File: src/rtl/core/sme_pkg.sv
package sme_pkg;

  localparam int CAPACITY   = 64;
  localparam int VALUE_BITS = 32;
  localparam int ROW_BITS   = 16;
  localparam int COL_BITS   = 16;
  localparam int KIND_BITS  = 2;
  localparam int SLOT_BITS  = (CAPACITY > 1) ? $clog2(CAPACITY) : 1;

  typedef enum logic [KIND_BITS-1:0] {
    KIND_QUERY  = 2'd0,
    KIND_INSERT = 2'd1,
    KIND_DELETE = 2'd2
  } kind_e;

  localparam logic STATUS_DONE = 1'b0;
  localparam logic STATUS_FULL = 1'b1;

  typedef logic [SLOT_BITS-1:0] slot_idx_t;

  typedef struct packed {
    logic                 valid;
    logic [KIND_BITS-1:0] kind;
    logic [ROW_BITS-1:0]  row;
    logic [COL_BITS-1:0]  col;
  } cmd_t;

  typedef struct packed {
    logic      found;
    logic      status;
    logic      wr_en;
    slot_idx_t wr_idx;
    slot_idx_t hit_idx;
  } lookup_t;

endpackage

File: src/rtl/core/sme_if.sv
interface sme_req_if import sme_pkg::*; ();
  logic                         valid;
  logic                         ready;
  logic [KIND_BITS-1:0]         kind;
  logic [ROW_BITS-1:0]          row_index;
  logic [COL_BITS-1:0]          col_index;
  logic signed [VALUE_BITS-1:0] entry_value;

  modport source (output valid, kind, row_index, col_index, entry_value, input ready);
  modport sink   (input valid, kind, row_index, col_index, entry_value, output ready);
endinterface

interface sme_rsp_if ();
  logic valid;
  logic ready;
  logic found;
  logic status;

  modport source (output valid, found, status, input ready);
  modport sink   (input valid, found, status, output ready);
endinterface

File: src/rtl/core/sparse_matrix_entry_store.sv
// Channel  Role    Beat payload
// req      sink    kind, row_index, col_index, entry_value
// rsp      source  found, status
//
// One beat on req gives exactly one beat on rsp, via the input and result registers.
// A new req beat can be taken every cycle unless rsp is stalled; the table is updated
// at the edge that registers the result, so each beat sees the effect of the last one.
// Lookup compares all slots of the coordinate table in parallel, combinationally.
// Reset is synchronous and clears every valid mark at once; no clearing pass.
// A stalled rsp holds its beat and backs up into the input register, then into req.
module sparse_matrix_entry_store import sme_pkg::*; (
  input logic    clk,
  input logic    rst,
  sme_req_if.sink  req,
  sme_rsp_if.source rsp
);

  logic                         in_valid;
  logic [KIND_BITS-1:0]         in_kind;
  logic [ROW_BITS-1:0]          in_row;
  logic [COL_BITS-1:0]          in_col;
  logic [VALUE_BITS-1:0]        in_value;
  logic                         res_valid;
  logic                         res_found;
  logic                         res_status;
  logic                         advance;
  cmd_t                         cmd;
  lookup_t                      lookup;
  logic [VALUE_BITS-1:0]        stored_value;

  assign advance   = !res_valid || rsp.ready;
  assign req.ready = !in_valid || advance;

  always_ff @(posedge clk) begin
    if (rst) begin
      in_valid <= 1'b0;
    end else if (req.valid && req.ready) begin
      in_valid <= 1'b1;
    end else if (advance) begin
      in_valid <= 1'b0;
    end
  end

  always_ff @(posedge clk) begin
    if (req.valid && req.ready) begin
      in_kind  <= req.kind;
      in_row   <= req.row_index;
      in_col   <= req.col_index;
      in_value <= req.entry_value;
    end
  end

  always_comb begin
    cmd.valid = in_valid && advance;
    cmd.kind  = in_kind;
    cmd.row   = in_row;
    cmd.col   = in_col;
  end

  sme_cam u_cam (
    .clk    (clk),
    .rst    (rst),
    .cmd    (cmd),
    .lookup (lookup)
  );

  sme_ram #(
    .WIDTH (VALUE_BITS),
    .DEPTH (CAPACITY)
  ) u_value_ram (
    .clk     (clk),
    .wr_en   (lookup.wr_en),
    .wr_addr (lookup.wr_idx),
    .wr_data (in_value),
    .rd_addr (lookup.hit_idx),
    .rd_data (stored_value)
  );

  always_ff @(posedge clk) begin
    if (rst) begin
      res_valid <= 1'b0;
    end else if (cmd.valid) begin
      res_valid <= 1'b1;
    end else if (rsp.ready) begin
      res_valid <= 1'b0;
    end
  end

  always_ff @(posedge clk) begin
    if (cmd.valid) begin
      res_found  <= lookup.found;
      res_status <= lookup.status;
    end
  end

  assign rsp.valid  = res_valid;
  assign rsp.found  = res_found;
  assign rsp.status = res_status;

  assert property (@(posedge clk) disable iff (rst)
    (rsp.valid && !rsp.ready) |=>
      (rsp.valid && $stable(rsp.found) && $stable(rsp.status)))
    else $error("stalled response beat changed");

  assert property (@(posedge clk) disable iff (rst)
    (in_valid && !advance) |=>
      (in_valid && $stable(in_kind) && $stable(in_row) && $stable(in_col)))
    else $error("held input beat changed");

  assert property (@(posedge clk) disable iff (rst)
    lookup.wr_en ##1 (lookup.hit_idx == $past(lookup.wr_idx)) |=>
      (stored_value == $past(in_value, 2)))
    else $error("stored value does not read back");

endmodule

File: src/rtl/core/sme_ram.sv
module sme_ram #(
  parameter int WIDTH = 32,
  parameter int DEPTH = 64
) (
  input  logic                                         clk,
  input  logic                                         wr_en,
  input  logic [((DEPTH > 1) ? $clog2(DEPTH) : 1)-1:0] wr_addr,
  input  logic [WIDTH-1:0]                             wr_data,
  input  logic [((DEPTH > 1) ? $clog2(DEPTH) : 1)-1:0] rd_addr,
  output logic [WIDTH-1:0]                             rd_data
);

  logic [WIDTH-1:0] mem [DEPTH];

  always_ff @(posedge clk) begin
    if (wr_en) begin
      mem[wr_addr] <= wr_data;
    end
    rd_data <= mem[rd_addr];
  end

endmodule

File: src/rtl/core/sme_cam.sv
module sme_cam import sme_pkg::*; (
  input  logic    clk,
  input  logic    rst,
  input  cmd_t    cmd,
  output lookup_t lookup
);

  logic [CAPACITY-1:0] slot_valid;
  logic [ROW_BITS-1:0] slot_row [CAPACITY];
  logic [COL_BITS-1:0] slot_col [CAPACITY];

  logic [CAPACITY-1:0] match;
  logic [CAPACITY-1:0] empty;
  logic [CAPACITY-1:0] free_oh;
  logic                hit;
  logic                full;
  slot_idx_t           hit_idx;
  slot_idx_t           free_idx;
  logic                do_insert;
  logic                do_delete;

  always_comb begin
    for (int i = 0; i < CAPACITY; i++) begin
      match[i] = slot_valid[i] && (slot_row[i] == cmd.row) && (slot_col[i] == cmd.col);
    end
  end

  assign empty   = ~slot_valid;
  assign free_oh = empty & (~empty + CAPACITY'(1));
  assign hit     = |match;
  assign full    = &slot_valid;

  always_comb begin
    hit_idx  = '0;
    free_idx = '0;
    for (int i = 0; i < CAPACITY; i++) begin
      if (match[i]) begin
        hit_idx = hit_idx | SLOT_BITS'(i);
      end
      if (free_oh[i]) begin
        free_idx = free_idx | SLOT_BITS'(i);
      end
    end
  end

  assign do_insert = cmd.valid && (cmd.kind == KIND_INSERT);
  assign do_delete = cmd.valid && (cmd.kind == KIND_DELETE);

  always_comb begin
    lookup.found   = hit;
    lookup.status  = (do_insert && !hit && full) ? STATUS_FULL : STATUS_DONE;
    lookup.wr_en   = do_insert && (hit || !full);
    lookup.wr_idx  = hit ? hit_idx : free_idx;
    lookup.hit_idx = hit_idx;
  end

  always_ff @(posedge clk) begin
    if (rst) begin
      slot_valid <= '0;
    end else if (do_insert && !hit && !full) begin
      slot_valid[free_idx] <= 1'b1;
    end else if (do_delete && hit) begin
      slot_valid[hit_idx] <= 1'b0;
    end
  end

  always_ff @(posedge clk) begin
    if (do_insert && !hit && !full) begin
      slot_row[free_idx] <= cmd.row;
      slot_col[free_idx] <= cmd.col;
    end
  end

  // A coordinate is never stored twice, so at most one slot can match.
  assert property (@(posedge clk) disable iff (rst) $onehot0(match))
    else $error("more than one slot matches the coordinate");

  assert property (@(posedge clk) disable iff (rst)
    (do_delete && hit) |=> !slot_valid[$past(hit_idx)])
    else $error("deleted slot is still marked valid");

  assert property (@(posedge clk) disable iff (rst)
    (do_insert && !hit && !full) |=> slot_valid[$past(free_idx)])
    else $error("inserted slot was not marked valid");

  assert property (@(posedge clk) disable iff (rst)
    (lookup.status == STATUS_FULL) |-> (full && !hit))
    else $error("insert dropped while a slot was free or the coordinate present");

endmodule

File: src/flat_wrapper.sv
// flat-port wrapper written by rule: the top's interface ports become plain ports
module sparse_matrix_entry_store_flat import sme_pkg::*;
  (clk, rst, req_valid, req_kind, req_row_index, req_col_index, req_entry_value, req_ready, rsp_valid, rsp_found, rsp_status, rsp_ready);
  sme_req_if req_i ();
  sme_rsp_if rsp_i ();
  input logic clk;
  input logic rst;
  input wire logic [$bits(req_i.valid)-1:0] req_valid;
  input wire logic [$bits(req_i.kind)-1:0] req_kind;
  input wire logic [$bits(req_i.row_index)-1:0] req_row_index;
  input wire logic [$bits(req_i.col_index)-1:0] req_col_index;
  input wire logic [$bits(req_i.entry_value)-1:0] req_entry_value;
  output wire logic [$bits(req_i.ready)-1:0] req_ready;
  output wire logic [$bits(rsp_i.valid)-1:0] rsp_valid;
  output wire logic [$bits(rsp_i.found)-1:0] rsp_found;
  output wire logic [$bits(rsp_i.status)-1:0] rsp_status;
  input wire logic [$bits(rsp_i.ready)-1:0] rsp_ready;
  assign req_i.valid = req_valid;
  assign req_i.kind = req_kind;
  assign req_i.row_index = req_row_index;
  assign req_i.col_index = req_col_index;
  assign req_i.entry_value = req_entry_value;
  assign req_ready = req_i.ready;
  assign rsp_valid = rsp_i.valid;
  assign rsp_found = rsp_i.found;
  assign rsp_status = rsp_i.status;
  assign rsp_i.ready = rsp_ready;
  sparse_matrix_entry_store u_core (.clk(clk), .rst(rst), .req(req_i), .rsp(rsp_i));
endmodule
File: config.mk
export PLATFORM = sky130hd
export DESIGN_NAME = sparse_matrix_entry_store_flat
export DESIGN_NICKNAME = d
export VERILOG_FILES = /design/src/rtl/core/sme_pkg.sv /design/src/rtl/core/sme_if.sv /design/src/rtl/core/sparse_matrix_entry_store.sv /design/src/rtl/core/sme_ram.sv /design/src/rtl/core/sme_cam.sv /design/src/flat_wrapper.sv
export SDC_FILE = /design/constraint.sdc
export NUM_CORES = 2
export LEC_CHECK = 0
export BUFFER_PORTS_ARGS = -buffer_cell sky130_fd_sc_hd__buf_2
export CAP_MARGIN = 10
export CELL_PAD_IN_SITES_DETAIL_PLACEMENT = 0
export CELL_PAD_IN_SITES_GLOBAL_PLACEMENT = 1
export CORE_AREA = 2 2 402 404
export CTS_CLUSTER_SIZE = 20
export DETAILED_ROUTE_END_ITERATION = 6
export DIE_AREA = 0 0 404 406
export GPL_ROUTABILITY_DRIVEN = 1
export PLACE_DENSITY = 0.9
export SLEW_MARGIN = 20
export SYNTH_ARGS = -nofsm -noshare
export SYNTH_HDL_FRONTEND = slang
export SYNTH_SLANG_ARGS = --single-unit
File: constraint.sdc
create_clock -name clk -period 15.1 [get_ports clk]
set_input_delay 3.02 -clock clk [delete_from_list [all_inputs] [get_ports clk]]
set_output_delay 3.02 -clock clk [all_outputs]
set_load 0.1 [all_outputs]
After elaboration in Yosys (flattened, before gate mapping)
Memory sizes are Yosys's and may differ from the RTL's.
Cells that the tools add are included.

word-level totals
  register bits after elaboration = 102
  RAM bits = 2,048
  output and inout port bits = 4
  word-level logic and storage cells = 448
  memories kept = 2

memory list
  memory                 depth  bits a word  rd ports  clocked after Yosys merged registers in  write ports  line           text
  u_core.u_cam.slot_col  64     16           64        0                                        1            sme_cam.sv:10  logic [COL_BITS-1:0] slot_col [CAPACITY];
  u_core.u_cam.slot_row  64     16           64        0                                        1            sme_cam.sv:9   logic [ROW_BITS-1:0] slot_row [CAPACITY];

operators by class
  add/subtract/negate cells = 1
  order comparisons = 4
  equal/unequal tests = 130
  multiplexer cells = 148
  bitwise operators = 6
  reductions and logical operators = 149

operators with widths
  kind                     number
  $eq A16 B16 Y1           128
  $mux W6                  64
  $mux W64                 5
  $not A64 Y64             3
  $mux W5                  32
  $logic_and A1 B1 Y1      138
  $and A64 B64 Y64         2
  $add A64 B1 Y64 const B  1
  $mux W4                  16
  $or A64 B64 Y64          1
  $reduce_and A64 Y1       1
  $reduce_or A64 Y1        1
  $mux W3                  8
  $mux W1                  17
  $lt A6 B7 Y1 const B     2
  $demux W1 S6             2
  $ge A6 B1 Y1 const B     2
  $reduce_bool A3 Y1       3
  $mux W2                  4
  $logic_not A1 Y1         4
  $eq A2 B1 Y1 const B     1
  $eq A2 B2 Y1 const B     1
  $logic_or A1 B1 Y1       2

Depth between registers and ports, before layout
An unclocked memory read counts as a cell.

  depth in word-level cells = 78
  depth in mapped cells = 16
  gate-level depth less buffers = 12

Modules after synthesis
A second synthesis with hierarchy kept.

second synthesis, totals
  cell total of the unflattened synthesis = 6,009
  area, all modules = 93,524.7 sq um

modules (own cells, without submodules)
  module                     times used  cells each  area each (sq um)
  sme_cam                    1           5,963       92,339.8
  sparse_matrix_entry_store  1           46          1,184.9

Least setup slack after synthesis
No wires, ideal clock.

  kind = in2out
  start = in rsp_ready
  end = out req_ready
  data arrival time = 3,779 ps
  required time = 12,080 ps
  slack = 8,301 ps
  cell stages on the path = 2
  cell sequence = nor2b_1 > nand2_1

between the ends
  cells in the longest elaborated chain, start to end = 2

ends and longest elaborated chain
  what                line                             text
  from (decl)         flat_wrapper.sv:17               input wire logic [$bits(rsp_i.ready)-1:0] rsp_ready;
  $logic_or A1 B1 Y1  sparse_matrix_entry_store.sv:31  assign advance = !res_valid || rsp.ready;
  $logic_or A1 B1 Y1  sparse_matrix_entry_store.sv:32  assign req.ready = !in_valid || advance;
  to (decl)           flat_wrapper.sv:13               output wire logic [$bits(req_i.ready)-1:0] req_ready;

No other way between the ends.

Worst setup path after layout
Ends and elaborated chain as after synthesis.

==> results.md <==
- CP startpoint kind: input pin
- Crit Path Category: in -> out
- CP Cell Sequence: buf_2, nor2b_1, nand2_1, buf_2
- DP Area: around 95000 sq um
- H-tree depth: 4
- Post-synth EDFFs: 2084
- Seq cells post-synth: 2150
- Crit path DAT: approximately 3700 ps
- Required @ worst endpoint: roughly 12000 ps
- Die X-Extent: between 400 and 500 microns
- Final wirelength: 228400 microns
- Most common cell after layout, fill and taps aside: edfxtp_1
- Yosys top cell area share: 0.6690
- Peak VDD IR: 113.4 uV
- Largest cells by area after synthesis: edfxtp_1, xnor2_1, xor2_1
- Top Ports: 74
- Iter 0 DRT Violations: about 6000
- Max transition margin: 0.2552
- Vias in the first global route: 50650
- Largest net degree at the start of global routing: 101
- Netlist cell types: 104
- Post-cts sizing count: 0
- Final #Nets: slightly above 6000
- TritonCTS Buffers: 205
- Worst Skew: 89.94 ps
- Synthesized area: 93540 sq um
- Gr usage total: 0.2790
- Crit path largest cell delay: ~300 ps
- Hold Crit Class: reg -> reg
- Final period util: 0.4462
- Clock transition at path regs: 50 ps
- Clock latency on the worst-skew pair: 870 ps
- Max-Cap Viols: 0
- RSZ-0062 raised after global routing: false
- Fin util: 0.6369
- Slew @ Worst Pin: 1115 ps
- Initial Utilization: 0.5859
- Final worst slack: 8362 ps
- Power density cells: 119.3 nW/um^2
- Final Wtd Congestion: approximately 0.95
- Min Tclk post-route: 6738 ps
- Syn Area/Cell: 15.93 sq um
- Initial DRT Pass Iterations: 5
- Clock Root Buffer: clkbuf_16
- Fmax: 0.1484 GHz
- Buf/Inv on CP: 2
- Crit path from: rsp_ready
- Setup WS pre-CTS: 8359 ps
- Setup Fix Bufs, Post-CTS: 0
- Rows: 147
- Most frequent cells in the layout: edfxtp_1, xnor2_1, xor2_1
- Total grt overflow: 0
- Vias per std cell: 6.143
- Leading area contributor after synthesis: edfxtp_1
- Core footprint: 159600 sq um
- Vias: 50990
- Die area: approximately 160000 sq um
- CTS tree: done
- Synth warnings: 0
- Post-route cell area: 101700 sq um
- Antenna viol nets, final: 0
- Filler instances: 10930
- TNS Setup: 0 ps
- Die Height: between 400 and 500 microns
- Critical R2R Launch: u_core.in_col[12]$_DFFE_PP_
- Hold Crit Start: u_core.in_valid$_SDFFE_PP0P_
- Top_reg_cell synth: edfxtp_1
- CTS Hold Bufs: 0
- Initial antenna violation count: 10
- First-pass GRT wire length: 335400 microns
- Port Buffers: 41
- Post-Syn Instances: 5873
- Layout Area Growth over Synthesis: 8.702%
- Final hold violations: 0
- Seq/Total Area, Yosys: 0.6831
- Max Slew Vio Count: 0
- CP Max Fanout: 4
- Pleak: 31.43 nW
- Clk sinks: 2150
- WL per Instance: between 20 and 30 microns
- CP endpoint kind: primary output
- Post-DP HPWL: 128700 microns
- DR DRC count: 0
- Share of layout cells above drive strength 1: 0.09630
- Outcome: completed
- Crit path max-delay family: buffers and inverters
- Slowest cell on the critical path: buf_2
- Most frequent CP cell: buf_2
- Setup violations, final: 0
- Longest Clk Path Bufs: 3
- Syn Nets: slightly below 6000
- Ys async rst share: 0
[power breakdown]
part / internal, W / leakage (nW) / switching [W] / total, W
combinational: 0.000198 / 9.02 / 0.000440 / 0.000638
sequential: 0.00655 / 19.3 / 0.00000561 / 0.00656
clock: 0.00274 / 3.13 / 0.00219 / 0.00493
total: 0.00949 / 31.4 / 0.00264 / 0.0121
[metal layers]
layer	part of all wire	wire length (microns)	GRT usage
met4	0.030	6841	0.08720
met1	0.41	94110	0.3909
met3	0.083	19000	0.04346
met2	0.47	108400	0.4531
met5	0.000039	9	0
[worst paths after layout]
check | cells after the start | to | slack (ps)
worst max-delay path | 4 | req_ready | 8360
worst min-delay path | 2 | u_core.rsp.valid$_SDFFE_PP0P_ | 530
worst max register to register | 11 | u_core.u_cam.slot_row[39][7]$_DFFE_PP_ | 8750
worst min register to register | 2 | u_core.rsp.valid$_SDFFE_PP0P_ | 530
[metrics by stage]
stage / power, W / hold WS, ps / cells
floorplan: 0.007148 / 486.8 / 5873
detailed placement: 0.007315 / 521.3 / 7919
global placement: 0.007295 / 500.1 / 7919
CTS: 0.01218 / 528.9 / 8296
global route: 0.01245 / 550.3 / 8296
finish: 0.01213 / 526.8 / 8300
[area by class of cell]
class | count | area, sq um | share of cell area
antenna | 4 | 10.01 | 0.00009844
clock buffer | 258 | 5339 | 0.05251
clock inverter | 119 | 1136 | 0.01117
inverter | 36 | 137.6 | 0.001354
multi-input combinational | 3438 | 26860 | 0.2641
sequential | 2150 | 63900 | 0.6284
tap | 2086 | 2610 | 0.02567
timing repair buffer | 209 | 1692 | 0.01664
[cells by family after synthesis]
logic type | share of synthesized area
AOI/OAI and AO/OA | 0.01705
xor gates and xnor gates | 0.1893
buffers and inverters | 0.03007
DFF | 0.6831
and+or+nand+nor | 0.08042
[cells in the mapped netlist, drive strengths merged, types with 7 or more instances]
cell and count:
inv 36, buf 238, nand4 377, and3 34, nand3 140, o21ai 22
nor2 70, nor4b 8, o2111ai 8, and2 61, nor4 251, edfxtp 2084
a21oi 42, a211oi 40, dfxtp 66, o221a 28, or3 23, clkbuf 7
nor3b 8, nand2 75, nand2b 19, nor3 92, xnor2 1286, o221ai 8
xor2 736, nor2b 22
[registers in the layout, indices dropped and copies added (netlist names), 2 cells and up]
name,flops
u_core.in_kind,2
u_core.u_cam.slot_row,1024
u_core.in_row,16
u_core.in_col,16
u_core.u_cam.slot_valid,64
u_core.u_cam.slot_col,1024
[tightest hold or removal path, cell delays in order (launching register included)]
cell and delay, ps:
dfxtp_1 330, nor2_1 110, nor2_1 50
Note: power is estimated with default switching activity, not from simulation.
